[src/rtl/normal_color_vertex_shader_macros.svh]
// assertion macros for the normal color vertex shader
`ifndef NORMAL_COLOR_VERTEX_SHADER_MACROS_SVH
`define NORMAL_COLOR_VERTEX_SHADER_MACROS_SVH
`ifndef SYNTHESIS
`define NCVS_ASSERT(name, clk, rst, prop, msg) \
  name: assert property (@(posedge clk) disable iff (rst) prop) else $error(msg);
`define NCVS_NEVER(name, clk, rst, cond, msg) \
  name: assert property (@(posedge clk) disable iff (rst) !(cond)) else $error(msg);
`else
`define NCVS_ASSERT(name, clk, rst, prop, msg)
`define NCVS_NEVER(name, clk, rst, cond, msg)
`endif
`endif

[src/rtl/ncvs_pkg.sv]
// shared types and constants for the normal color vertex shader
`timescale 1ns / 1ps
package ncvs_pkg;
  localparam int LIGHTS = 3;
  localparam int AXES = 3;
  localparam int CHANNELS = 3;
  localparam int NRM_W = 16;
  localparam int DIR_W = 21;
  localparam int DIR_REG_W = 63;
  localparam int WGT_W = 12;
  localparam int WGT_REG_W = 36;
  localparam int AMB_W = 8;
  localparam int AMB_REG_W = 24;
  localparam int CNT_REG_W = 2;
  localparam int IR_W = 15;
  localparam int FRAC_SHIFT = 12;
  localparam int AMB_SHIFT = 16;
  // face code 128 then shift by 12 is a shift by 5
  localparam int FACE_SHIFT = 5;
  localparam int PROD_W = DIR_W + NRM_W;
  localparam int DOT_W = PROD_W + 2;
  localparam int CPROD_W = WGT_W + IR_W;
  localparam int CH_W = 29;
  localparam int BYTE_W = 8;
  localparam logic [IR_W-1:0] IR_MAX = 15'h7FFF;
  localparam logic [BYTE_W-1:0] BYTE_MAX = 8'hFF;
  localparam int ADDR_W = 6;
  localparam int DATA_W = 64;
  localparam int QUEUE_DEPTH = 4;

  typedef enum logic [2:0] {
    REG_LIGHT0_DIR = 3'd0,
    REG_LIGHT1_DIR = 3'd1,
    REG_LIGHT2_DIR = 3'd2,
    REG_LIGHT0_WGT = 3'd3,
    REG_LIGHT1_WGT = 3'd4,
    REG_LIGHT2_WGT = 3'd5,
    REG_AMBIENT    = 3'd6,
    REG_LIGHT_CNT  = 3'd7
  } reg_idx_t;

  typedef struct packed {
    logic [LIGHTS-1:0][DIR_REG_W-1:0] dir;
    logic [LIGHTS-1:0][WGT_REG_W-1:0] wgt;
    logic [AMB_REG_W-1:0]             ambient;
    logic [CNT_REG_W-1:0]             count;
  } cfg_t;

  typedef logic [LIGHTS-1:0][IR_W-1:0] ir_vec_t;
endpackage

[src/rtl/ncvs_regs.sv]
// configuration register file behind the apb-style port
`timescale 1ns / 1ps
module ncvs_regs (
  input  logic                          clk,
  input  logic                          rst,
  input  logic                          psel,
  input  logic                          penable,
  input  logic                          pwrite,
  input  logic [ncvs_pkg::ADDR_W-1:0]   paddr,
  input  logic [ncvs_pkg::DATA_W-1:0]   pwdata,
  output logic [ncvs_pkg::DATA_W-1:0]   prdata,
  output logic                          pready,
  output ncvs_pkg::cfg_t                cfg
);
  ncvs_pkg::reg_idx_t idx;
  logic               wr;

  assign idx = ncvs_pkg::reg_idx_t'(paddr[ncvs_pkg::ADDR_W-1:3]);
  assign wr = psel && penable && pwrite;
  assign pready = 1'b1;

  always_ff @(posedge clk) begin
    if (rst) begin
      cfg.dir <= '0;
      cfg.wgt <= '0;
      cfg.ambient <= '0;
      cfg.count <= ncvs_pkg::CNT_REG_W'(ncvs_pkg::LIGHTS);
    end else if (wr) begin
      case (idx)
        ncvs_pkg::REG_LIGHT0_DIR: cfg.dir[0] <= pwdata[ncvs_pkg::DIR_REG_W-1:0];
        ncvs_pkg::REG_LIGHT1_DIR: cfg.dir[1] <= pwdata[ncvs_pkg::DIR_REG_W-1:0];
        ncvs_pkg::REG_LIGHT2_DIR: cfg.dir[2] <= pwdata[ncvs_pkg::DIR_REG_W-1:0];
        ncvs_pkg::REG_LIGHT0_WGT: cfg.wgt[0] <= pwdata[ncvs_pkg::WGT_REG_W-1:0];
        ncvs_pkg::REG_LIGHT1_WGT: cfg.wgt[1] <= pwdata[ncvs_pkg::WGT_REG_W-1:0];
        ncvs_pkg::REG_LIGHT2_WGT: cfg.wgt[2] <= pwdata[ncvs_pkg::WGT_REG_W-1:0];
        ncvs_pkg::REG_AMBIENT:    cfg.ambient <= pwdata[ncvs_pkg::AMB_REG_W-1:0];
        ncvs_pkg::REG_LIGHT_CNT:  cfg.count <= pwdata[ncvs_pkg::CNT_REG_W-1:0];
        default: ;
      endcase
    end
  end

  always_comb begin
    case (idx)
      ncvs_pkg::REG_LIGHT0_DIR: prdata = ncvs_pkg::DATA_W'(cfg.dir[0]);
      ncvs_pkg::REG_LIGHT1_DIR: prdata = ncvs_pkg::DATA_W'(cfg.dir[1]);
      ncvs_pkg::REG_LIGHT2_DIR: prdata = ncvs_pkg::DATA_W'(cfg.dir[2]);
      ncvs_pkg::REG_LIGHT0_WGT: prdata = ncvs_pkg::DATA_W'(cfg.wgt[0]);
      ncvs_pkg::REG_LIGHT1_WGT: prdata = ncvs_pkg::DATA_W'(cfg.wgt[1]);
      ncvs_pkg::REG_LIGHT2_WGT: prdata = ncvs_pkg::DATA_W'(cfg.wgt[2]);
      ncvs_pkg::REG_AMBIENT:    prdata = ncvs_pkg::DATA_W'(cfg.ambient);
      ncvs_pkg::REG_LIGHT_CNT:  prdata = ncvs_pkg::DATA_W'(cfg.count);
      default:                  prdata = '0;
    endcase
  end
endmodule

[config.mk]
export PLATFORM = sky130hd
export DESIGN_NAME = ncvs_regs
export DESIGN_NICKNAME = d
export VERILOG_FILES = /design/src/rtl/normal_color_vertex_shader_macros.svh /design/src/rtl/ncvs_pkg.sv /design/src/rtl/ncvs_regs.sv
export SDC_FILE = /design/constraint.sdc
export NUM_CORES = 1
export LEC_CHECK = 0
export BUFFER_PORTS_ARGS = -buffer_cell sky130_fd_sc_hd__buf_2
export CORE_MARGIN = 3
export CORE_UTILIZATION = 30
export CTS_CLUSTER_SIZE = 10
export DETAILED_ROUTE_END_ITERATION = 16
export HOLD_SLACK_MARGIN = 0.08
export PLACE_DENSITY = 0.5
export RECOVER_POWER = 100
export SYNTH_ARGS = -nofsm -noshare
export SYNTH_HDL_FRONTEND = slang
export SYNTH_SLANG_ARGS = --single-unit
[constraint.sdc]
create_clock -name clk -period 1.7 [get_ports clk]
set_input_delay 0.085 -clock clk [delete_from_list [all_inputs] [get_ports clk]]
set_output_delay 0.085 -clock clk [all_outputs]
set_load 0.02 [all_outputs]
==> flow_metrics.tcl <==
set metrics [dict create \
    violations "setup timing" \
    cts_buffer_depth 3 \
    status "finished, violations left" \
    num_vias 15217 \
    syn_to_final_growth_pct 40.2 \
    wl_um 66200 \
    start_kind "register" \
    syn_nets 1891 \
    ir_drop_mv 0.661 \
    finalNonFillerCells 2965 \
    syn-instance-count 1816 \
    via_per_inst 5.13 \
    dieWidth_um 221 \
    clk-insertion-delay-late_ns 0.54 \
    reg_top3 "cfg (323)" \
    seq_area_frac_synth_pct 46.5 \
    grt_pass1_vias 14417 \
    dp_cells 2816 \
    clock.fmax_mhz 531 \
    io_buffers 456 \
    fp-row-count 78 \
    num-nets-final 2424 \
    critical_path_class "register to output port" \
    synth_top_area_share_pct 46.5 \
    power.density_mw_per_mm2 894 \
    totalNegativeSetupSlack_ns -2.63 \
    drt_iter0_drc 1159 \
    cp-end-kind "output port" \
    drcViolationCount 0 \
    hold_path.class "input port to register" \
    clkSinkCount 323 \
    critPathArrivalTime_ns 1.80 \
    h-tree-depth 2 \
    numCtsBuffers 40 \
    synth_top_area_cell "dfxtp_1" \
    preCtsSetupSlack_ns -0.451 \
    grt_use_total_pct 25.7 \
    cp_slowest_cell "a222oi_1" \
    cellLeakagePower_nw 7.07 \
    regMostFlops "cfg" \
    synth_cell_types 38 \
    start_util_pct 30.5 \
    dp_hpwl_um 44600 \
    core_area_mm2 0.0456 \
    crit_path_cell_trace "nand2b_4, a22o_1, a222oi_1, nor2_1, buf_4" \
    slew_headroom_pct 15.3 \
    drive_gt1_share_pct 18.8 \
    first_pass_iters 5 \
    cp_num_buf_inv 1 \
    largest_reg_flops 323 \
    cts-root-buf "clkbuf_16" \
    design.die.area_mm2 0.0489 \
    ant_nets 0 \
    worst_slew_pin_slew_ns 1.27 \
    post-route-period-util_pct 111 \
    cp_max_fo 2 \
    grt_pass1_wl_um 96400 \
    slew_viol_final 0 \
    tritoncts "yes" \
    crit_family "compound AO/OA/AOI/OAI gates" \
    skew_ns 0 \
    fp.dieH_um 221 \
    routedWlPerCell_um 22.3 \
    setup_viol 37 \
    clk_transition_reported_paths_ns 0.06 \
    grt-ovfl-total 0 \
    hold_viol_final 0 \
    max_stage_delay_ns 0.38 \
    place_congestion 0.858 \
    ys_ff_latch 323 \
    reg2reg_slack_ns 0.88 \
    setup_ws_ns -0.182 \
    min_period_ns 1.88 \
    antenna_found_initial 4 \
    io_pins 463 \
    synth.area.top_cells "dfxtp_1 47%, nand2_1 18%, a21oi_1 13%" \
    max-cap-violations 0 \
    synth_area_mm2 0.0139 \
    grt_max_degree 63 \
    rsz0062_at_grt "true" \
    cp.required_ns 1.62 \
    syn_area_per_cell_um2 7.65 \
    yosysWarnings 0 \
]
==> kinds of logic (layout without fill, tap and decap cells) <==
| logic type | Yosys count | count (layout) | synth area share (%) |
|---|---|---|---|
| simple gates | 803 | 803 | 22.9 |
| compound gates | 461 | 461 | 19.6 |
| flops | 323 | 323 | 46.5 |
| buf+inv | 158 | 705 | 5.64 |
| mux | 69 | 69 | 5.22 |
| other cells | 2 | 4 | 0.0541 |
==> cells in the mapped netlist (all sizes together) <==
cell type and instances:
a221oi 14, nand3 1, o21a 3, or3 2, mux4 1, nor2 114, o221ai 4, o2bb2ai 1
buf 100, a222oi 11, nand4b 1, mux2 18, dfxtp 323, conb 2, inv 8, nand2 648
a221o 8, mux2i 50, nor2b 4, nand2b 20, a22o 39, a21oi 354, o21ai 5, clkbuf 50
o221a 8, nor3 5, a22oi 3, a2bb2oi 11, nand4 1, or2 5, nand3b 2
==> worst register-to-register path, cell delays in order, from the launching register on <==
cell	delay, ns
dfxtp_2	0.32
buf_4	0.12
buf_4	0.13
nand2_1	0.05
a21oi_1	0.08
==> where the power goes <==
part	switching (mW)	total [mW]	internal, mW
Clock	3.22	8.02	4.80
Combinational	1.06	1.71	0.649
Sequential	0.0495	7.68	7.63
Total	4.33	17.4	13.1
==> final cells by class <==
cell class / count / area, µm²
Antenna cell: 2 / 5.00
Clock buffer: 53 / 1110
Clock inverter: 3 / 65.1
Fill cell: 4798 / 26100
Inverter: 8 / 30.0
Multi-Input combinational cell: 1335 / 6970
Sequential cell: 323 / 6530
Tap cell: 600 / 751
Timing Repair Buffer: 641 / 4020
==> stage by stage <==
step	utilization (%)	power, mW	hold WS [ns]	instance area (µm²)
finish	42.7	17.4	0.139	19500
detailed placement	38.4	9.34	0.352	17500
CTS	43.6	17.6	0.107	19900
floorplan	-	8.55	0.221	13900
global placement	38.4	9.33	0.348	17500
global route	42.7	18.0	0.154	19500
==> path summary, 6_finish.rpt <==
check / start / depth (start not counted) / to
max: cfg[204] / 5 / prdata[7]
min reg2reg: cfg[48] / 2 / cfg[48]
min: penable / 5 / cfg[0]
max reg2reg: cfg[203] / 4 / cfg[203]
==> what timing repair did <==
| action | in CTS | in global routing |
|---|---|---|
| buffers inserted | 21 | 6 |
| hold buffers | 64 | 0 |
| resized for setup | 116 | 32 |
| hold endpoints to repair | 323 | 0 |
| setup endpoints to repair | 34 | 34 |
| pin swaps | 44 | 19 |
==> cells in the final DEF (no fill, tap or decap), types with 3 or more instances in the layout <==
cell / n
inv_1: 5
nor3_1: 3
or2_2: 4
clkbuf_8: 4
a22o_1: 39
o21a_1: 3
nand2b_4: 16
mux2_2: 16
nand2b_1: 4
dlygate4sd3_1: 64
nand2_1: 648
a221oi_2: 13
nor2b_4: 3
clkbuf_16: 41
buf_4: 94
buf_2: 93
buf_6: 12
clkbuf_4: 7
o21ai_2: 3
clkbuf_2: 9
nor2_2: 4
dfxtp_1: 273
a2bb2oi_1: 11
a21oi_2: 4
inv_2: 3
nor2_1: 107
o221ai_2: 3
buf_12: 38
a222oi_1: 11
o221a_2: 7
mux2i_1: 49
clkbuf_1: 332
a221o_1: 8
a21oi_1: 350
nor2_4: 3
dfxtp_2: 50
==> per-layer routing <==
layer / GRT usage [%] / part of all wire, % / vias to the layer above
met5: 0 / 0.035 / -
met4: 6.86 / 2.5 / 4
met3: 7.64 / 8.9 / 95
met2: 42.4 / 47 / 673
met1: 32.7 / 42 / 7312
li1: - / - / 7133
Note: power is estimated with default switching activity, not from simulation.
