`src/rtl/normal_color_vertex_shader_macros.svh`:
```
// assertion macros for the normal color vertex shader
`ifndef NORMAL_COLOR_VERTEX_SHADER_MACROS_SVH
`define NORMAL_COLOR_VERTEX_SHADER_MACROS_SVH
`ifndef SYNTHESIS
`define NCVS_ASSERT(name, clk, rst, prop, msg) \
  name: assert property (@(posedge clk) disable iff (rst) prop) else $error(msg);
`define NCVS_NEVER(name, clk, rst, cond, msg) \
  name: assert property (@(posedge clk) disable iff (rst) !(cond)) else $error(msg);
`else
`define NCVS_ASSERT(name, clk, rst, prop, msg)
`define NCVS_NEVER(name, clk, rst, cond, msg)
`endif
`endif

```
`src/rtl/ncvs_pkg.sv`:
```
// shared types and constants for the normal color vertex shader
`timescale 1ns / 1ps
package ncvs_pkg;
  localparam int LIGHTS = 3;
  localparam int AXES = 3;
  localparam int CHANNELS = 3;
  localparam int NRM_W = 16;
  localparam int DIR_W = 21;
  localparam int DIR_REG_W = 63;
  localparam int WGT_W = 12;
  localparam int WGT_REG_W = 36;
  localparam int AMB_W = 8;
  localparam int AMB_REG_W = 24;
  localparam int CNT_REG_W = 2;
  localparam int IR_W = 15;
  localparam int FRAC_SHIFT = 12;
  localparam int AMB_SHIFT = 16;
  // face code 128 then shift by 12 is a shift by 5
  localparam int FACE_SHIFT = 5;
  localparam int PROD_W = DIR_W + NRM_W;
  localparam int DOT_W = PROD_W + 2;
  localparam int CPROD_W = WGT_W + IR_W;
  localparam int CH_W = 29;
  localparam int BYTE_W = 8;
  localparam logic [IR_W-1:0] IR_MAX = 15'h7FFF;
  localparam logic [BYTE_W-1:0] BYTE_MAX = 8'hFF;
  localparam int ADDR_W = 6;
  localparam int DATA_W = 64;
  localparam int QUEUE_DEPTH = 4;

  typedef enum logic [2:0] {
    REG_LIGHT0_DIR = 3'd0,
    REG_LIGHT1_DIR = 3'd1,
    REG_LIGHT2_DIR = 3'd2,
    REG_LIGHT0_WGT = 3'd3,
    REG_LIGHT1_WGT = 3'd4,
    REG_LIGHT2_WGT = 3'd5,
    REG_AMBIENT    = 3'd6,
    REG_LIGHT_CNT  = 3'd7
  } reg_idx_t;

  typedef struct packed {
    logic [LIGHTS-1:0][DIR_REG_W-1:0] dir;
    logic [LIGHTS-1:0][WGT_REG_W-1:0] wgt;
    logic [AMB_REG_W-1:0]             ambient;
    logic [CNT_REG_W-1:0]             count;
  } cfg_t;

  typedef logic [LIGHTS-1:0][IR_W-1:0] ir_vec_t;
endpackage

```
`src/rtl/ncvs_back.sv`:
```
// back end: color weighting, ambient, saturation and output register
`timescale 1ns / 1ps
`include "normal_color_vertex_shader_macros.svh"
module ncvs_back (
  input  logic                          clk,
  input  logic                          rst,
  input  ncvs_pkg::cfg_t                cfg,
  input  logic                          not_empty,
  input  ncvs_pkg::ir_vec_t             pop_data,
  output logic                          pop,
  output logic                          color_valid,
  input  logic                          color_stall,
  output logic [ncvs_pkg::BYTE_W-1:0]   red,
  output logic [ncvs_pkg::BYTE_W-1:0]   green,
  output logic [ncvs_pkg::BYTE_W-1:0]   blue
);
  localparam int HI = ncvs_pkg::FRAC_SHIFT + ncvs_pkg::IR_W;
  localparam int V_W = ncvs_pkg::IR_W - ncvs_pkg::FACE_SHIFT;

  logic                          ready_out;
  logic                          ready_c;
  logic                          c_valid;
  logic [ncvs_pkg::CPROD_W-1:0]  cprod [ncvs_pkg::CHANNELS][ncvs_pkg::LIGHTS];
  logic [ncvs_pkg::CPROD_W-1:0]  c_prod [ncvs_pkg::CHANNELS][ncvs_pkg::LIGHTS];
  logic [ncvs_pkg::CH_W-1:0]     chsum [ncvs_pkg::CHANNELS];
  logic [ncvs_pkg::IR_W-1:0]     lit [ncvs_pkg::CHANNELS];
  logic [V_W-1:0]                v [ncvs_pkg::CHANNELS];
  logic [ncvs_pkg::BYTE_W-1:0]   color [ncvs_pkg::CHANNELS];

  assign ready_out = !color_valid || !color_stall;
  assign ready_c = !c_valid || ready_out;
  assign pop = not_empty && ready_c;

  always_comb begin
    for (int c = 0; c < ncvs_pkg::CHANNELS; c++) begin
      for (int i = 0; i < ncvs_pkg::LIGHTS; i++) begin
        cprod[c][i] = ncvs_pkg::CPROD_W'(cfg.wgt[i][ncvs_pkg::WGT_W*c +: ncvs_pkg::WGT_W])
                    * ncvs_pkg::CPROD_W'(pop_data[i]);
      end
    end
  end

  always_ff @(posedge clk) begin
    if (rst) begin
      c_valid <= 1'b0;
      color_valid <= 1'b0;
    end else begin
      if (ready_c) begin
        c_valid <= not_empty;
      end
      if (ready_out) begin
        color_valid <= c_valid;
      end
    end
  end

  always_ff @(posedge clk) begin
    if (pop) begin
      c_prod <= cprod;
    end
  end

  always_comb begin
    for (int c = 0; c < ncvs_pkg::CHANNELS; c++) begin
      chsum[c] = ncvs_pkg::CH_W'({cfg.ambient[ncvs_pkg::AMB_W*c +: ncvs_pkg::AMB_W],
                                   ncvs_pkg::AMB_SHIFT'(0)})
               + ncvs_pkg::CH_W'(c_prod[c][0])
               + ncvs_pkg::CH_W'(c_prod[c][1])
               + ncvs_pkg::CH_W'(c_prod[c][2]);
      if (|chsum[c][ncvs_pkg::CH_W-1:HI]) begin
        lit[c] = ncvs_pkg::IR_MAX;
      end else begin
        lit[c] = chsum[c][HI-1:ncvs_pkg::FRAC_SHIFT];
      end
      v[c] = lit[c][ncvs_pkg::IR_W-1:ncvs_pkg::FACE_SHIFT];
      if (|v[c][V_W-1:ncvs_pkg::BYTE_W]) begin
        color[c] = ncvs_pkg::BYTE_MAX;
      end else begin
        color[c] = v[c][ncvs_pkg::BYTE_W-1:0];
      end
    end
  end

  always_ff @(posedge clk) begin
    if (ready_out && c_valid) begin
      red <= color[0];
      green <= color[1];
      blue <= color[2];
    end
  end

  `NCVS_ASSERT(a_stage_to_out, clk, rst, (c_valid && ready_out) |=> color_valid, "word lost at output")
endmodule

```
`config.mk`:
```
export PLATFORM = sky130hd
export DESIGN_NAME = ncvs_back
export DESIGN_NICKNAME = d
export VERILOG_FILES = /design/src/rtl/ncvs_pkg.sv /design/src/rtl/ncvs_back.sv
export VERILOG_INCLUDE_DIRS = /design/src /design/src/rtl
export SDC_FILE = /design/constraint.sdc
export NUM_CORES = 2
export LEC_CHECK = 0
export ABC_AREA = 1
export BUFFER_PORTS_ARGS = -buffer_cell sky130_fd_sc_hd__buf_2
export CORE_ASPECT_RATIO = 1.25
export CORE_UTILIZATION = 59
export CTS_CLUSTER_SIZE = 20
export DETAILED_ROUTE_END_ITERATION = 8
export GPL_TIMING_DRIVEN = 0
export MAX_ROUTING_LAYER = met4
export PLACE_DENSITY = 0.8
export REMOVE_ABC_BUFFERS = 1
export SLEW_MARGIN = 30
export SYNTH_ARGS = -nofsm -noshare
export SYNTH_HDL_FRONTEND = slang
export SYNTH_SLANG_ARGS = --single-unit
```
`constraint.sdc`:
```
create_clock -name clk -period 5.8 [get_ports clk]
set_clock_uncertainty 0.1 [all_clocks]
set_input_delay 0.58 -clock clk [delete_from_list [all_inputs] [get_ports clk]]
set_output_delay 0.58 -clock clk [all_outputs]
set_load 0.01 [all_outputs]
```
==> results.txt <==
- The floorplan has 140 rows.
- Final Routed Wirelength: approximately 180000 microns
- The tool flagged a number of max-cap violations equal to 0.
- The total count of max-transition violations in the final report came to 0.
- After synthesis, the share of flip-flops with an asynchronous set or reset is 0%.
- Minimum period implied by the final worst setup slack: roughly 5.7 ns
- After layout, the worst path uses between 90% and 100% of the clock period.
- Most common cell after layout, fill and taps aside: sky130_fd_sc_hd__inv_1
- Classification of the worst-slack hold path: primary input to register
* Distinct cell type count of the synthesized netlist: 45
- For this block, the via count after detailed routing is approximately 56000.
- Summed over all instances, the cell type with the most area after synthesis is sky130_fd_sc_hd__fa_1.
* RSZ-0062 raised after global routing: no
- The floorplan step set the die width to just over 300 microns.
- The startpoint identified for the worst hold timing path is rst.
* Overall routing resource usage: between 30% and 40%
- Boundary pin count: roughly 400
- Final core area utilization: 62.3%
- In this design, the stage delay of the slowest critical-path cell is about 0.74 ns.
- Flops & latches, synth: around 270
* Worst Setup SP: pop_data[21]
- CTS Hold Bufs: 0
- In this run, synthesis inferred 267 flip-flops with an integrated enable.
- Of the cells placed in the final design, the portion with a size suffix greater than 1 is 3.67%.
- Clock-pin slew was measured on the worst setup and hold paths at 0.06 ns.
- The largest individual stage delay along the critical path comes from the cell sky130_fd_sc_hd__buf_2.
- The root buffer cell chosen for the clock tree is sky130_fd_sc_hd__clkbuf_16.
* Reg2reg path depth: 13
- After detailed routing, the average wire length per cell comes to between 15 and 20 microns.
- The clock passes through at most 3 buffers.
- Area growth from synthesis to final layout: 4.51%
- Grt total ovfl: 0
* Slew at the pin closest to its max-slew limit: around 1.0 ns
- Commonest non-fill, non-tap cells in the layout: sky130_fd_sc_hd__inv_1 (2412), sky130_fd_sc_hd__nand2_1 (2407), sky130_fd_sc_hd__fa_1 (1272)
* Largest fanout on the critical path: 36
* TritonCTS clock tree: built
- Post-synthesis instance area: 69700 sq um
- Detailed-route DRC error count: 0
* Worst R2R Setup Slack: around 2.2 ns
- For the worst setup path, the data required time is roughly 6.1 ns.
- The initial utilization of the core area, before any placement, comes to between 50% and 60%.
* Most prevalent standard cell on the critical path: sky130_fd_sc_hd__fa_1
* Wire length of the first global-routing pass: approximately 300000 microns
- The number of setup buffers added after CTS is 0.
- Hold worst-path end: color_valid
* Post-synth top flop: sky130_fd_sc_hd__edfxtp_1
- Sequential element share of the synthesized area: a little under an eighth
- Cts bufs inserted: 29
- STA classifies the critical path endpoint as a register.
- The number of antenna violations at the first check in global routing was 11.
* Number of input and output port buffers inserted: 206
- Final hold vios: 0
* Arrival time reported for the critical path endpoint: slightly below 6 ns
- Vias in the first global route: 60200
- Result of the run: finished clean
* Least setup slack across all paths after layout: around 0.12 ns
* Vert. Die Dim: about 390 microns
- Average cell area after synthesis: ~7.9 sq um
* GP Congestion: between 0.9 and 1
- Of the post-synthesis cell area, the dominant cell type holds a little over a third.
- Worst hold path stage count: 2
* Crit Reg-Reg Startpoint: c_prod[211]
- Timing analysis after detailed placement gives a worst setup slack of -0.784 ns.
* Worst reg2reg path endpoint: red[3]
* Worst Path Class, Setup: primary input to register
- Mapped Cells: about 9000
- In this run the remaining antenna-violating nets after routing total 0.
- Clock latency of the later-clocked register in the worst-skew pair: 0.61 ns
* DRC violation total after the first TritonRoute iteration: roughly 3900
* Layout net count: ~11000
- Via/cell ratio: 5.40
- Total number of H-tree levels: 1
- Ranking of synthesized cells by area: sky130_fd_sc_hd__fa_1 (37%), sky130_fd_sc_hd__inv_1 (13%), sky130_fd_sc_hd__nand2_1 (13%)
* Crit path buffers/inverters: 4
* Critical path launch point type: primary input
- Std-Cell Core Area: around 120000 sq um
* Cell type group with the largest total delay on the critical path: adder cells
- Entering global routing, the biggest net connects approximately 110 pins.
- Rel. slew slack: 33.6%
* Total number of yosys warnings: 0
- The die covers roughly 120000 sq um.
- Setup violations remaining at the end of the flow were counted as 0.
- CTS sink cnt: 269
- Maximum achievable frequency: around 180 MHz
* Cells traversed along the worst timing path: buf_2 -> nand2_1 -> fa_1 -> fa_1 -> fa_1 -> inv_1 -> fa_1 -> inv_1 -> fa_1 -> inv_1 -> ha_1 -> nand2_1 -> o21ai_0 -> nand2_1 -> nand3_1 -> nand4_1 -> nand3_1 -> xor2_1
- Pre-Repair DR Iteration Count: 5
- Post-detailed-placement half-perimeter wirelength: about 150000 microns
-- kinds of logic after synthesis --
group           count (synthesis)  share of synthesized area [%]
compound gates                576                           4.57
xor+xnor                      203                           2.55
fa+ha+maj                    1986                           49.4
buf+inv                      2703                           14.6
flops                         269                           11.6
simple gates                 3046                           17.4
-- worst max path at each step --
| stage | end | slack (ns) | cells after the start |
|---|---|---|---|
| after floorplan | c_prod[0] | -0.46 | 5 |
| after global placement | pop | -2.74 | 7 |
| after detailed placement | c_prod[25] | -0.78 | 17 |
| after CTS | c_prod[242] | 0.004 | 17 |
| after global routing | c_prod[17] | 0.01 | 17 |
| final | c_prod[131] | 0.12 | 18 |
-- cell usage after synthesis (77+ instances only) --
| cell | instances |
|---|---|
| sky130_fd_sc_hd__xor2_1 | 126 |
| sky130_fd_sc_hd__nand2_1 | 2407 |
| sky130_fd_sc_hd__edfxtp_1 | 267 |
| sky130_fd_sc_hd__clkbuf_1 | 288 |
| sky130_fd_sc_hd__xnor2_1 | 77 |
| sky130_fd_sc_hd__fa_1 | 1272 |
| sky130_fd_sc_hd__inv_1 | 2413 |
| sky130_fd_sc_hd__nor2_1 | 268 |
| sky130_fd_sc_hd__a21oi_1 | 291 |
| sky130_fd_sc_hd__nand3_1 | 198 |
| sky130_fd_sc_hd__ha_1 | 714 |
| sky130_fd_sc_hd__o21ai_0 | 154 |
-- metrics by stage --
step                      hold WS (ns)  instance area [sq um]  TNS, ns  instances
after floorplan                  0.345                  68600  -112.28       8495
after global placement           0.352                  71600  -500.60      10300
after detailed placement         0.376                  71700   -18.44      10300
after CTS                      0.00819                  72700        0      10300
after global routing            0.0195                  72800        0      10300
final                           0.0447                  72800        0      10300
-- state kept, by name, indices dropped and copies added, names as in the netlist --
signal       cells
red              8
c_prod         243
c_valid          1
blue             8
color_valid      1
green            8
-- layer usage --
metal / part of all wire [%] / routed length [microns] / global-route usage, %
met5: 0 / 0 / -
met1: 38 / 69100 / 38.1
met4: 5.4 / 9940 / 16.0
met3: 6.1 / 11100 / 3.10
met2: 51 / 92800 / 57.0
-- worst register-to-register path: stages (launching register included) --
cell and delay [ns]:
sky130_fd_sc_hd__edfxtp_1 0.50, sky130_fd_sc_hd__fa_1 0.54, sky130_fd_sc_hd__fa_1 0.44, sky130_fd_sc_hd__ha_1 0.39
sky130_fd_sc_hd__a21oi_1 0.32, sky130_fd_sc_hd__nor2_1 0.07, sky130_fd_sc_hd__nor2_1 0.13, sky130_fd_sc_hd__nand2_1 0.08
sky130_fd_sc_hd__a21oi_2 0.12, sky130_fd_sc_hd__nand2_1 0.07, sky130_fd_sc_hd__nand2_1 0.09, sky130_fd_sc_hd__nand2_1 0.07
sky130_fd_sc_hd__nor2_2 0.25, sky130_fd_sc_hd__nand3_1 0.14
-- layout make-up --
cell class / count / area [sq um]
sequential: 269 / 8060
clock buffer: 30 / 729
inverter: 2415 / 9070
fill: 10200 / 44000
clock inverter: 22 / 293
timing repair buffer: 209 / 1170
multi-input combinational: 5811 / 51500
antenna: 7 / 17.5
tap: 1562 / 1950
-- what timing repair did --
| action | CTS | global route |
|---|---|---|
| resized for setup | 7 | 25 |
| setup endpoints to repair | 4 | 19 |
| endpoints found under the hold margin | 0 | 0 |
Power is not shown: default switching activity piles up to over one toggle a cycle in this logic, so the estimate is an artifact.
