<file path="src/rtl/normal_color_vertex_shader_macros.svh">
// assertion macros for the normal color vertex shader
`ifndef NORMAL_COLOR_VERTEX_SHADER_MACROS_SVH
`define NORMAL_COLOR_VERTEX_SHADER_MACROS_SVH
`ifndef SYNTHESIS
`define NCVS_ASSERT(name, clk, rst, prop, msg) \
  name: assert property (@(posedge clk) disable iff (rst) prop) else $error(msg);
`define NCVS_NEVER(name, clk, rst, cond, msg) \
  name: assert property (@(posedge clk) disable iff (rst) !(cond)) else $error(msg);
`else
`define NCVS_ASSERT(name, clk, rst, prop, msg)
`define NCVS_NEVER(name, clk, rst, cond, msg)
`endif
`endif

</file>
<file path="src/rtl/ncvs_pkg.sv">
// shared types and constants for the normal color vertex shader
`timescale 1ns / 1ps
package ncvs_pkg;
  localparam int LIGHTS = 3;
  localparam int AXES = 3;
  localparam int CHANNELS = 3;
  localparam int NRM_W = 16;
  localparam int DIR_W = 21;
  localparam int DIR_REG_W = 63;
  localparam int WGT_W = 12;
  localparam int WGT_REG_W = 36;
  localparam int AMB_W = 8;
  localparam int AMB_REG_W = 24;
  localparam int CNT_REG_W = 2;
  localparam int IR_W = 15;
  localparam int FRAC_SHIFT = 12;
  localparam int AMB_SHIFT = 16;
  // face code 128 then shift by 12 is a shift by 5
  localparam int FACE_SHIFT = 5;
  localparam int PROD_W = DIR_W + NRM_W;
  localparam int DOT_W = PROD_W + 2;
  localparam int CPROD_W = WGT_W + IR_W;
  localparam int CH_W = 29;
  localparam int BYTE_W = 8;
  localparam logic [IR_W-1:0] IR_MAX = 15'h7FFF;
  localparam logic [BYTE_W-1:0] BYTE_MAX = 8'hFF;
  localparam int ADDR_W = 6;
  localparam int DATA_W = 64;
  localparam int QUEUE_DEPTH = 4;

  typedef enum logic [2:0] {
    REG_LIGHT0_DIR = 3'd0,
    REG_LIGHT1_DIR = 3'd1,
    REG_LIGHT2_DIR = 3'd2,
    REG_LIGHT0_WGT = 3'd3,
    REG_LIGHT1_WGT = 3'd4,
    REG_LIGHT2_WGT = 3'd5,
    REG_AMBIENT    = 3'd6,
    REG_LIGHT_CNT  = 3'd7
  } reg_idx_t;

  typedef struct packed {
    logic [LIGHTS-1:0][DIR_REG_W-1:0] dir;
    logic [LIGHTS-1:0][WGT_REG_W-1:0] wgt;
    logic [AMB_REG_W-1:0]             ambient;
    logic [CNT_REG_W-1:0]             count;
  } cfg_t;

  typedef logic [LIGHTS-1:0][IR_W-1:0] ir_vec_t;
endpackage

</file>
<file path="src/rtl/ncvs_queue.sv">
// short queue of intensity words between front and back
`timescale 1ns / 1ps
`include "normal_color_vertex_shader_macros.svh"
module ncvs_queue #(
  parameter int DEPTH = ncvs_pkg::QUEUE_DEPTH,
  localparam int CNT_W = $clog2(DEPTH + 1),
  localparam int PTR_W = (DEPTH > 1) ? $clog2(DEPTH) : 1
) (
  input  logic               clk,
  input  logic               rst,
  input  logic               push,
  input  ncvs_pkg::ir_vec_t  push_data,
  input  logic               pop,
  output ncvs_pkg::ir_vec_t  pop_data,
  output logic               not_empty,
  output logic [CNT_W-1:0]   level
);
  ncvs_pkg::ir_vec_t mem [DEPTH];
  logic [PTR_W-1:0]  wr_ptr;
  logic [PTR_W-1:0]  rd_ptr;

  assign not_empty = (level != '0);
  assign pop_data = mem[rd_ptr];

  always_ff @(posedge clk) begin
    if (push) begin
      mem[wr_ptr] <= push_data;
    end
  end

  always_ff @(posedge clk) begin
    if (rst) begin
      wr_ptr <= '0;
      rd_ptr <= '0;
      level <= '0;
    end else begin
      if (push) begin
        wr_ptr <= (wr_ptr == PTR_W'(DEPTH - 1)) ? '0 : wr_ptr + 1'b1;
      end
      if (pop) begin
        rd_ptr <= (rd_ptr == PTR_W'(DEPTH - 1)) ? '0 : rd_ptr + 1'b1;
      end
      case ({push, pop})
        2'b10:   level <= level + 1'b1;
        2'b01:   level <= level - 1'b1;
        default: level <= level;
      endcase
    end
  end

  `NCVS_NEVER(a_no_overflow, clk, rst, push && !pop && (level == CNT_W'(DEPTH)), "queue overflow")
  `NCVS_NEVER(a_no_underflow, clk, rst, pop && (level == '0), "queue underflow")
endmodule

</file>
<file path="config.mk">
export PLATFORM = sky130hd
export DESIGN_NAME = ncvs_queue
export DESIGN_NICKNAME = d
export VERILOG_FILES = /design/src/rtl/ncvs_pkg.sv /design/src/rtl/ncvs_queue.sv
export VERILOG_INCLUDE_DIRS = /design/src /design/src/rtl
export SDC_FILE = /design/constraint.sdc
export NUM_CORES = 1
export LEC_CHECK = 0
export ABC_CLOCK_PERIOD_IN_PS = 4000
export BUFFER_PORTS_ARGS = -buffer_cell sky130_fd_sc_hd__buf_4
export CORE_MARGIN = 3
export CORE_UTILIZATION = 50
export DETAILED_ROUTE_END_ITERATION = 8
export PLACE_DENSITY = 0.71
export SYNTH_ARGS = -nofsm -noshare
export SYNTH_HDL_FRONTEND = slang
export SYNTH_SLANG_ARGS = --single-unit
export TNS_END_PERCENT = 10
</file>
<file path="constraint.sdc">
create_clock -name clk -period 4 [get_ports clk]
set_input_delay 0.8 -clock clk [delete_from_list [all_inputs] [get_ports clk]]
set_output_delay 0.8 -clock clk [all_outputs]
set_load 0.02 [all_outputs]
</file>
==> results.md, run 1 <==
- Status: completed
- Critical path start-end classification: flip-flop to output pin
- Via count: about 3200
- Slew Limit Fails: 0
- Area of the core: about 13000 sq um
- Layout cell share with drive strength beyond 1: 43.4%
- Req. time, crit path: approximately 3200 ps
- Synth-to-Final Area Change: 20.8%
- Placed cells: 549
- Total track usage: between 10% and 20%
- Post-Route Setup TNS: 0 ps
- Critical path's slowest cell: dfxtp_4
- Detail Placement HPWL: approximately 7500 um
- Worst skew pair latency: roughly 420 ps
- Fmax: 333 MHz
- Clock Pin Slew Worst Setup and Hold Paths: roughly 60 ps
- Post-Syn Area: between 6000 and 7000 sq um
- CP peak stage delay: approximately 740 ps
- Final clock skew: between 3 and 4 ps
- Rel. slew slack: between 50% and 60%
- Gpl congestion: between 0.7 and 0.8
- CP cell instances: buf_12 -> mux4_1 -> buf_4
- Total gr overflow: 0
- Die area: ~15000 sq um
- Final Hold Viols: 0
- Post-synthesis register bit count: approximately 190
- Root buffer cell: clkbuf_16
- CP arrival: ~2200 ps
- RSZ-0062 raised after global routing: false
- Final Setup Violations: 0
- Largest net degree at the start of global routing: 34
- Register area share after synthesis: between 70 and 80%
- Worst-Margin Slew: between 600 and 700 ps
- Overall Power: about 4.3 mW
- Mapped Avg Cell Area: about 25 sq um
- Port Buffer Count: a little under 100
- Clock Sinks: between 150 and 200
- CTS Buffer Depth: 2
- Via density: 5.52
- DR pass1 iterations: 4
- Post-synth cell types: 20
- First-pass GRT wire length: 18500 um
- Vias in the first global route: about 3400
- I/O pin count: 98
- Initial antenna violation count: 0
- CTS Buf Count: 17
- Crit path capture type: output pin
- Crit path buffers/inverters: 2
- TritonCTS clock tree: built
- Final core occ: between 60% and 70%
- Pleak: approximately 2.9 nW
- Nets: ~450
- Hold/Removal Path Class: flip-flop to flip-flop
- Crit path max-delay family: flip-flops
- Minimum clock period: between 3000 and 4000 ps
- CTS-repair resized insts: 0
- CP Launch Type: flip-flop
- Postcts setup bufs: 0
- H-tree Lvls: 4
- Die width: roughly 120 um
- Post-CTS Hold Buffers: 0
- Rows: between 40 and 50
- Die Y: 124 um
- Net Count, Synth: ~330
- Antenna Nets Post-Route: 0
- Maxcap violations: 0
- Synth Warn #: 0
- Starting Density: 51.9%
- Worst Hold Slack: 509 ps
- Post-Syn Instances: about 280
- Ant diodes: 0
- Worst-case vdd ir drop: 293 uV
- Cell Count, Final, Fillers Out: 579
- Final period utilization: about 75%
- Iteration-0 DRC Markers: 356
- Crit path max fanout: 28
- Drt wl/cell: roughly 20 um
- Power Dens Cells: about 510 nW/um^2
- DRC violations left: 0
- Routed Wire Length: approximately 12000 um
## per-stage QoR
step           setup slack [ps]  cell area, sq um
2_1_floorplan              1710              6990
4_1_cts                     916              8440
6_report                    998              8440
5_1_grt                     841              8440
3_5_place_dp               1380              7900
3_3_place_gp               1420              7900
## synth_stat cells
cell type | n | area (sq um)
a21oi_1 | 3 | 15.0
and2_1 | 4 | 25.0
buf_12 | 4 | 80.1
buf_2 | 4 | 20.0
buf_6 | 1 | 11.3
clkbuf_2 | 1 | 5.00
dfxtp_1 | 9 | 180
edfxtp_1 | 180 | 5410
fa_1 | 1 | 20.0
ha_1 | 6 | 75.1
inv_1 | 4 | 15.0
mux2i_1 | 3 | 30.0
mux4_1 | 5 | 131
mux4_2 | 40 | 901
nor2_1 | 6 | 22.5
nor3b_1 | 2 | 15.0
o21ai_0 | 1 | 5.00
or3_1 | 2 | 12.5
xnor2_1 | 1 | 8.76
xor2_1 | 1 | 8.76
## flip-flops by register name (all words and copies together), names as in the netlist, named ones only
signal and count:
mem 180, wr_ptr 2, level 3, rd_ptr 2
## layout make-up
class / count / area [sq um]
clock buffers: 19 / 433
clock inverters: 11 / 103
fillers: 949 / 5020
inverters: 4 / 15.0
multi-input cells: 75 / 1270
flip-flops and latches: 189 / 5590
well taps: 176 / 220
repair buffers: 105 / 801
## power by group
| group | internal (mW) | leakage (nW) | switching (mW) | total (mW) |
|---|---|---|---|---|
| Clock | 0.898 | 0.262 | 0.641 | 1.54 |
| Combinational | 0.216 | 0.911 | 0.227 | 0.443 |
| Sequential | 2.25 | 1.73 | 0.0397 | 2.29 |
## worst min-delay path, stage by stage (launching register included)
cell and delay [ps]:
dfxtp_1 330, o21ai_0 80, a21oi_1 60
## per-layer routing
metal | part of all wire (%) | GRT usage, %
met4 | 1.6 | 6.58
met1 | 41 | 20.9
met2 | 51 | 25.1
met5 | 0 | 0
met3 | 6.2 | 4.98
## cell families after synthesis
logic type,share of synthesized area [%]
flip-flops,79.9
multiplexers,15.2
XOR/XNOR,0.251
AO/OA/AOI/OAI,0.286
adder cells (fa/ha/maj),1.36
AND/OR/NAND/NOR,1.07
buffers and inverters,1.88
## cells in the final DEF, fill, tap and decap left out, drive strengths merged
| cell type | instances |
|---|---|
| or3 | 2 |
| edfxtp | 180 |
| nor2 | 6 |
| mux2i | 3 |
| clkinv | 8 |
| buf | 105 |
| inv | 4 |
| bufinv | 2 |
| mux4 | 45 |
| o21ai | 1 |
| a21oi | 3 |
| clkbuf | 19 |
| and2 | 4 |
| ha | 6 |
| clkinvlp | 1 |
| dfxtp | 9 |
| xnor2 | 1 |
| fa | 1 |
| xor2 | 1 |
| nor3b | 2 |
## worst paths after layout
kind	from	end	slack, ps	cells past startpoint
min reg2reg	level[2]$_SDFFE_PP0P_	level[2]$_SDFFE_PP0P_	510	2
max reg2reg	wr_ptr[0]$_SDFFE_PP0P_	mem[3][32]$_DFFE_PP_	2040	3
min	level[2]$_SDFFE_PP0P_	level[2]$_SDFFE_PP0P_	510	2
max	flip-flop	pop_data[38]	1000	3
No activity file was read; power rests on OpenSTA's default activity.
==> run 2, diff against run 1 <==
--- a/config.mk
+++ b/config.mk
@@ -6,12 +6,13 @@
 export SDC_FILE = /design/constraint.sdc
 export NUM_CORES = 1
 export LEC_CHECK = 0
-export ABC_CLOCK_PERIOD_IN_PS = 4000
+export ABC_AREA = 1
+export ABC_CLOCK_PERIOD_IN_PS = 2650
 export BUFFER_PORTS_ARGS = -buffer_cell sky130_fd_sc_hd__buf_4
 export CORE_MARGIN = 3
 export CORE_UTILIZATION = 50
 export DETAILED_ROUTE_END_ITERATION = 8
-export PLACE_DENSITY = 0.71
+export PLACE_DENSITY = 0.74
 export SYNTH_ARGS = -nofsm -noshare
 export SYNTH_HDL_FRONTEND = slang
 export SYNTH_SLANG_ARGS = --single-unit
==> constraint.sdc (replaced) <==
create_clock -name clk -period 2.65 [get_ports clk]
set_input_delay 0.53 -clock clk [delete_from_list [all_inputs] [get_ports clk]]
set_output_delay 0.53 -clock clk [all_outputs]
set_load 0.02 [all_outputs]
==> results.md, run 2 <==
- Most frequent cells in the layout: edfxtp_1, buf_4, nor2_1, o21ai_1, o22ai_1 (was edfxtp_1, buf_4, mux4_2, clkbuf_16, dfxtp_1)
- Layout cell share with drive strength beyond 1: 23.8% (was 43.4%)
- Starting Density: 51.3% (was 51.9%)
- Port Buffer Count: 97 (unchanged)
- Hold path start: rst (was level[2]$_SDFFE_PP0P_)
- Final Setup Violations: 0 (unchanged)
- Final Hold Viols: 0 (unchanged)
- Minimum clock period: between 2000 and 2500 ps
- Synth top area cells: edfxtp_1, o21ai_1, nor2_1 (was edfxtp_1, mux4_2, dfxtp_1)
- Clock Pin Slew Worst Setup and Hold Paths: 70 ps (was 60 ps)
- Cell Count, Final, Fillers Out: 788 (was 579)
- Maxcap violations: 0 (unchanged)
- Final core occ: 62.0% (was 62.7%)
- Drt wl/cell: 18.4 um (was 20.0 um)
- Fill count: 1016 (was 949)
- Main synth FF type: edfxtp_1 (unchanged)
- Crit path capture type: output pin (unchanged)
- Clock power frac: 36.9% (was 36.0%)
- Synth Warn #: 0 (unchanged)
- Post-Route Setup TNS: 0 ps (unchanged)
- Rel. slew slack: 54.4% (was 53.6%)
- DR pass1 iterations: 5 (was 4)
- CP arrival: 1960 ps (was 2200 ps)
- Register area: 5590 sq um (unchanged)
- Pleak: 3.10 nW (was 2.90 nW)
- Post-Syn Instances: 495 (was 278)
- Placed cells: 756 (was 549)
- Rows: 43 (was 42)
- I/O pin count: 98 (unchanged)
- Post-synth EDFFs: 180 (unchanged)
- Total gr overflow: 0 (unchanged)
- Worst-case vdd ir drop: 425 uV (was 293 uV)
- Post-synthesis register bit count: 189 (unchanged)
- Register area share after synthesis: 78.1% (was 79.9%)
- Post-synth cell types: 19 (was 20)
- Root buffer cell: clkbuf_16 (unchanged)
- Critical path start-end classification: flip-flop to output pin (unchanged)
- Final clock skew: 7.73 ps (was 3.61 ps)
- Reg with most FFs: mem (unchanged)
- Largest registers: mem (180), level (3) (unchanged)
- R2r startpoint: wr_ptr[0]$_SDFFE_PP0P_ (unchanged)
- Detail Placement HPWL: 8320 um (was 7460 um)
- CP peak stage delay: 520 ps (was 740 ps)
- TritonCTS clock tree: built (unchanged)
- Nets: 651 (was 448)
- Die width: 126 um (was 124 um)
- Post-synth top cells: edfxtp_1, nor2_1, o21ai_1, o22ai_1, inv_1 (was edfxtp_1, mux4_2, dfxtp_1, ha_1, nor2_1)
- Final period utilization: a little over nine tenths
- Area of the core: 13900 sq um (was 13500 sq um)
- Synth-to-Final Area Change: 20.9% (was 20.8%)
- First-pass GRT wire length: 22400 um (was 18500 um)
- Pint: 5.23 mW (was 3.37 mW)
- CTS Buffer Depth: 2 (unchanged)
- RSZ-0062 raised after global routing: false (unchanged)
- Post-Syn Area: 7150 sq um (was 6990 sq um)
- Crit path max fanout: 90 (was 28)
- Post-synth top area share: 75.6% (was 77.4%)
- CP cell instances: inv_6 -> nor2_1 -> o22ai_1 -> buf_4 (was buf_12 -> mux4_1 -> buf_4)
- Vias in the first global route: 4330 (was 3356)
- Sw frac: 23.9% (was 21.2%)
- Total track usage: 18.6% (was 15.9%)
- H-tree Lvls: 4 (unchanged)
- Net Count, Synth: 551 (was 334)
- Via count: 4321 (was 3198)
- Mapped Avg Cell Area: 14.5 sq um (was 25.1 sq um)
- Worst-Margin Slew: 683 ps (was 696 ps)
- Antenna Nets Post-Route: 0 (unchanged)
- Largest net degree at the start of global routing: 91 (was 34)
- Power Dens Cells: 794 nW/um^2 (was 507 nW/um^2)
- Gpl congestion: 0.749 (was 0.740)
- Iteration-0 DRC Markers: 437 (was 356)
- Fmax: ~400 MHz
- DRC violations left: 0 (unchanged)
- Ant diodes: 0 (unchanged)
- Cell taking the most area after synthesis: edfxtp_1 (unchanged)
- Critical path's slowest cell: inv_6 (was dfxtp_4)
- Clock Sinks: 189 (unchanged)
- Die Y: 126 um (was 124 um)
- Commonest non-fill, non-tap cell in the layout: edfxtp_1 (unchanged)
- Routed Wire Length: 14500 um (was 11600 um)
- Status: completed (unchanged)
- CTS Buf Count: 17 (unchanged)
- Via density: 5.48 (was 5.52)
- Combinational Power Share: 12.4% (was 10.4%)
- Die area: 15800 sq um (was 15400 sq um)
- Worst skew pair latency: 420 ps (about the same)
- Sequential share of power: 50.7% (was 53.7%)
- Req. time, crit path: 2120 ps (was 3200 ps)
- Slew Limit Fails: 0 (unchanged)
- Switch Pwr: 1.64 mW (was 907 uW)
- Hold/Removal Path Class: primary input to flip-flop (was flip-flop to flip-flop)
- Initial antenna violation count: 0 (unchanged)
- CP Launch Type: flip-flop (unchanged)
- Max FFs per register: 180 (unchanged)
- Most frequent cell after synthesis: edfxtp_1 (unchanged)
- Ys async rst share: 0% (unchanged)
- Postcts setup bufs: 0 (unchanged)
- Multi-input logic area: 1300 sq um (was 1270 sq um)
==> run 2: changes by cell type in the layout (fill, tap and decap cells not counted), sizes merged, moves of 3 or more <==
| cell | before | now |
|---|---|---|
| buf | 105 | 109 |
| mux2i | 3 | 0 |
| inv | 4 | 16 |
| mux4 | 45 | 0 |
| nor2 | 6 | 100 |
| o21ai | 1 | 94 |
| nand2 | 0 | 11 |
| o22ai | 0 | 45 |
| and2 | 4 | 0 |
==> run 2: final timing paths <==
check	end	slack, ps	depth (start not counted)
setup / recovery	pop_data[33]	160	4
hold / removal	wr_ptr[0]$_SDFFE_PP0P_	290	2
setup reg to reg	mem[3][24]$_DFFE_PP_	970	4
hold reg to reg	flip-flop	520	2
==> run 2: routing by layer <==
metal	wire length [um]	global-route usage, %	vias up
met4	234	6.44	0
met1	6000	22.5	2129
met5	0	0	-
met3	804	5.60	20
li1	-	-	2042
met2	7430	31.8	130
==> run 2: power by group through the flow <==
stage                     Combinational, mW  Clock [mW]  Sequential (mW)
after floorplan                       0.488           0             3.53
after global placement                0.832           0             3.53
after detailed placement              0.853           0             3.54
after CTS                             0.858        2.58             3.48
after global routing                  0.923        2.71             3.49
final                                 0.852        2.54             3.48
==> run 2: timing repair <==
item / CTS / global route
endpoints found under the setup margin: 0 / 1
hold buffers: 0 / 0
endpoints found under the hold margin: 0 / 0
gates resized for setup: 0 / 1
==> run 2: cells by family after synthesis <==
logic type      count (synthesis)  synth area share (%)
compound gates                142                  10.7
xor+xnor                        1                 0.122
fa+ha+maj                       7                  1.33
buf+inv                        43                  3.76
flops                         189                  78.1
simple gates                  113                  5.98
==> run 2: cell type report <==
type                       count  area share, %
clock buffer                  17           4.92
clock inverter                15           1.97
inverter                      15          0.724
multi-input combinational    263           15.0
sequential                   189           64.7
tap                          180           2.61
timing repair buffer         109           10.1
==> run 2: critical path, delay by kind of cell, from the launching register on <==
kind	cells	cell delay (ps)
buf+inv	2	710
flops	1	430
compound gates	1	250
simple gates	1	110
==> run 2: per-stage QoR <==
step	setup WS [ps]	cell area, sq um	hold slack, ps	power [mW]
after detailed placement	595	8050	516	4.39
after global placement	621	8050	501	4.37
final	163	8640	289	6.87
after global routing	5.40	8640	282	7.12
after floorplan	790	7150	468	4.02
after CTS	95.1	8640	274	6.91
==> run 3, diff against run 2 <==
--- a/config.mk
+++ b/config.mk
@@ -6,13 +6,11 @@
 export SDC_FILE = /design/constraint.sdc
 export NUM_CORES = 1
 export LEC_CHECK = 0
-export ABC_AREA = 1
 export ABC_CLOCK_PERIOD_IN_PS = 2650
 export BUFFER_PORTS_ARGS = -buffer_cell sky130_fd_sc_hd__buf_4
 export CORE_MARGIN = 3
-export CORE_UTILIZATION = 50
+export CORE_UTILIZATION = 25
 export DETAILED_ROUTE_END_ITERATION = 8
-export PLACE_DENSITY = 0.74
 export SYNTH_ARGS = -nofsm -noshare
 export SYNTH_HDL_FRONTEND = slang
 export SYNTH_SLANG_ARGS = --single-unit
==> results.md, run 3 (same netlist as run 1, synthesis figures left out) <==
- Via density: 4.03 (was 5.48)
- Clock Sinks: 189 (unchanged)
- Crit path max fanout: 44 (was 90)
- R2r startpoint: wr_ptr[0]$_SDFFE_PP0P_ (unchanged)
- CP arrival: 1940 ps (was 1960 ps)
- Worst Hold Slack: 306 ps (was 289 ps)
- Pleak: 2.98 nW (was 3.10 nW)
- Final clock skew: 16.1 ps (was 7.73 ps)
- Starting Density: 25.7% (was 51.3%)
- Power Dens Cells: 780 nW/um^2 (was 794 nW/um^2)
- Maxcap violations: 0 (unchanged)
- Postcts setup bufs: 0 (unchanged)
- Worst-Margin Slew: 525 ps (was 683 ps)
- Via count: 3137 (was 4321)
- Routed Wire Length: 13400 um (was 14500 um)
- Max FFs per register: 180 (unchanged)
- Vias in the first global route: 3560 (was 4330)
- Worst r2r dst: mem[3][20]$_DFFE_PP_ (was mem[3][24]$_DFFE_PP_)
- Pint: 5.42 mW (was 5.23 mW)
- CTS-repair resized insts: 0 (unchanged)
- RSZ-0062 raised after global routing: false (unchanged)
- Hold/Removal Path Class: primary input to flip-flop (unchanged)
- Die Y: 173 um (was 126 um)
- Total track usage: 9.24% (was 18.6%)
- Post-Route Setup TNS: 0 ps (unchanged)
- Final Setup Violations: 0 (unchanged)
- Rel. slew slack: 65.0% (was 54.4%)
- I/O pin count: 98 (unchanged)
- Req. time, crit path: 2120 ps (about the same)
- Area of the core: 27200 sq um (was 13900 sq um)
- Worst r2r path cells: 3 (was 4)
- Combinational Power Share: 10.3% (was 12.4%)
- Slew Limit Fails: 0 (unchanged)
- Layout cell share with drive strength beyond 1: 44.8% (was 23.8%)
- Hold path start: push_data[40] (was rst)
- Crit path capture type: output pin (unchanged)
- Worst skew pair latency: 420 ps (about the same)
- Most frequent cells in the layout: edfxtp_1, buf_4, mux4_2, clkbuf_16 (was edfxtp_1, buf_4, nor2_1, o21ai_1, o22ai_1)
- Final Hold Viols: 0 (unchanged)
- Largest registers: mem (180), level (3) (unchanged)
- CP Launch Type: flip-flop (unchanged)
- Largest net degree at the start of global routing: 46 (was 91)
- TritonCTS clock tree: built (unchanged)
- Rows: 60 (was 43)
- Clock power frac: 40.0% (was 36.9%)
- Sw frac: 21.6% (was 23.9%)
- Die width: 173 um (was 126 um)
- DR pass1 iterations: 4 (was 5)
- Fill count: 2610 (was 1016)
- Post-CTS Hold Buffers: 0 (unchanged)
- Multi-input logic area: 1270 sq um (was 1300 sq um)
- Status: completed (unchanged)
- Synth-to-Final Area Change: 27.0% (was 20.9%)
- Switch Pwr: 1.50 mW (was 1.64 mW)
- Register area: 5590 sq um (unchanged)
- Flop-to-flop setup slack: 960 ps (was 970 ps)
- Root buffer cell: clkbuf_16 (unchanged)
- Critical path start-end classification: flip-flop to output pin (unchanged)
- Hold worst-path end: mem[1][40]$_DFFE_PP_ (was wr_ptr[0]$_SDFFE_PP0P_)
- Clock Pin Slew Worst Setup and Hold Paths: 70 ps (about the same)
- Die area: 30000 sq um (was 15800 sq um)
- Drt wl/cell: 17.2 um (was 18.4 um)
- Total gr overflow: 0 (unchanged)
- Min-Delay Path Depth: 1 (was 2)
- Nets: 449 (was 651)
- Commonest non-fill, non-tap cell in the layout: edfxtp_1 (unchanged)
- Initial antenna violation count: 0 (unchanged)
- Detail Placement HPWL: 8420 um (was 8320 um)
- Ant diodes: 0 (unchanged)
- Sequential share of power: 49.6% (was 50.7%)
- Worst-case vdd ir drop: 291 uV (was 425 uV)
- Reg with most FFs: mem (unchanged)
- H-tree Lvls: 4 (unchanged)
- Gpl congestion: 0.609 (was 0.749)
- Final period utilization: 93.4% (was 93.9%)
- Fmax: 404 MHz (was 402 MHz)
- DRC violations left: 0 (unchanged)
- Minimum clock period: 2470 ps (was 2490 ps)
- Port Buffer Count: 97 (unchanged)
- CTS Buffer Depth: 2 (unchanged)
- First-pass GRT wire length: 21000 um (was 22400 um)
- Iteration-0 DRC Markers: 133 (was 437)
- Antenna Nets Post-Route: 0 (unchanged)
- CTS Buf Count: 17 (unchanged)
-- run 3: changes by cell type in the layout (fill, tap and decap cells not counted), sizes merged, moves of 5 or more --
cell / before / now
mux4: 0 / 45
nand2: 11 / 0
o21ai: 94 / 1
clkinv: 10 / 5
o22ai: 45 / 0
nor2: 100 / 6
inv: 16 / 7
-- run 3: worst max path at each step --
| stage | cells past startpoint | end | slack [ps] |
|---|---|---|---|
| global route | 3 | pop_data[36] | 50 |
| floorplan | 2 | mem[3][0]$_DFFE_PP_ | 610 |
| detailed placement | 3 | pop_data[36] | 590 |
| finish | 3 | pop_data[36] | 180 |
| CTS | 3 | pop_data[36] | 120 |
| global placement | 3 | pop_data[25] | 600 |
-- run 3: metal layers --
| metal | global-route usage [%] | vias to the layer above | share of wire [%] |
|---|---|---|---|
| met5 | 0 | - | 0 |
| met1 | 10.8 | 1659 | 40 |
| li1 | - | 1401 | - |
| met4 | 2.94 | 0 | 0.96 |
| met3 | 2.66 | 6 | 3.5 |
| met2 | 16.4 | 71 | 55 |
-- run 3: final cells by class --
type / count / share of cell area, %
sequential: 189 / 63.0
tap: 372 / 5.25
multi-input combinational: 75 / 14.4
clock buffer: 19 / 4.88
inverter: 4 / 0.169
timing repair buffer: 106 / 9.95
clock inverter: 13 / 2.38
-- run 3: power by group through the flow --
| stage | Combinational, mW | Sequential [mW] | Clock [mW] |
|---|---|---|---|
| floorplan | 0.408 | 3.50 | 0 |
| global placement | 0.720 | 3.49 | 0 |
| detailed placement | 0.734 | 3.50 | 0 |
| CTS | 0.735 | 3.44 | 2.85 |
| global route | 0.769 | 3.44 | 2.98 |
| finish | 0.716 | 3.43 | 2.77 |
-- run 3: critical path: stages, from the launching register on --
cell	delay [ps]
dfxtp_4	370
buf_12	330
mux4_1	610
buf_4	170
-- run 3: through the flow --
stage | util, % | std cells | instance area (sq um) | power, mW | worst slack [ps]
2_1_floorplan | - | 278 | 6990 | 3.91 | 611
3_3_place_gp | 30.3 | 746 | 8230 | 4.21 | 604
3_5_place_dp | 30.3 | 746 | 8230 | 4.24 | 588
4_1_cts | 32.7 | 778 | 8870 | 7.03 | 121
5_1_grt | 32.7 | 778 | 8870 | 7.20 | 53.5
6_report | 32.7 | 778 | 8870 | 6.92 | 176
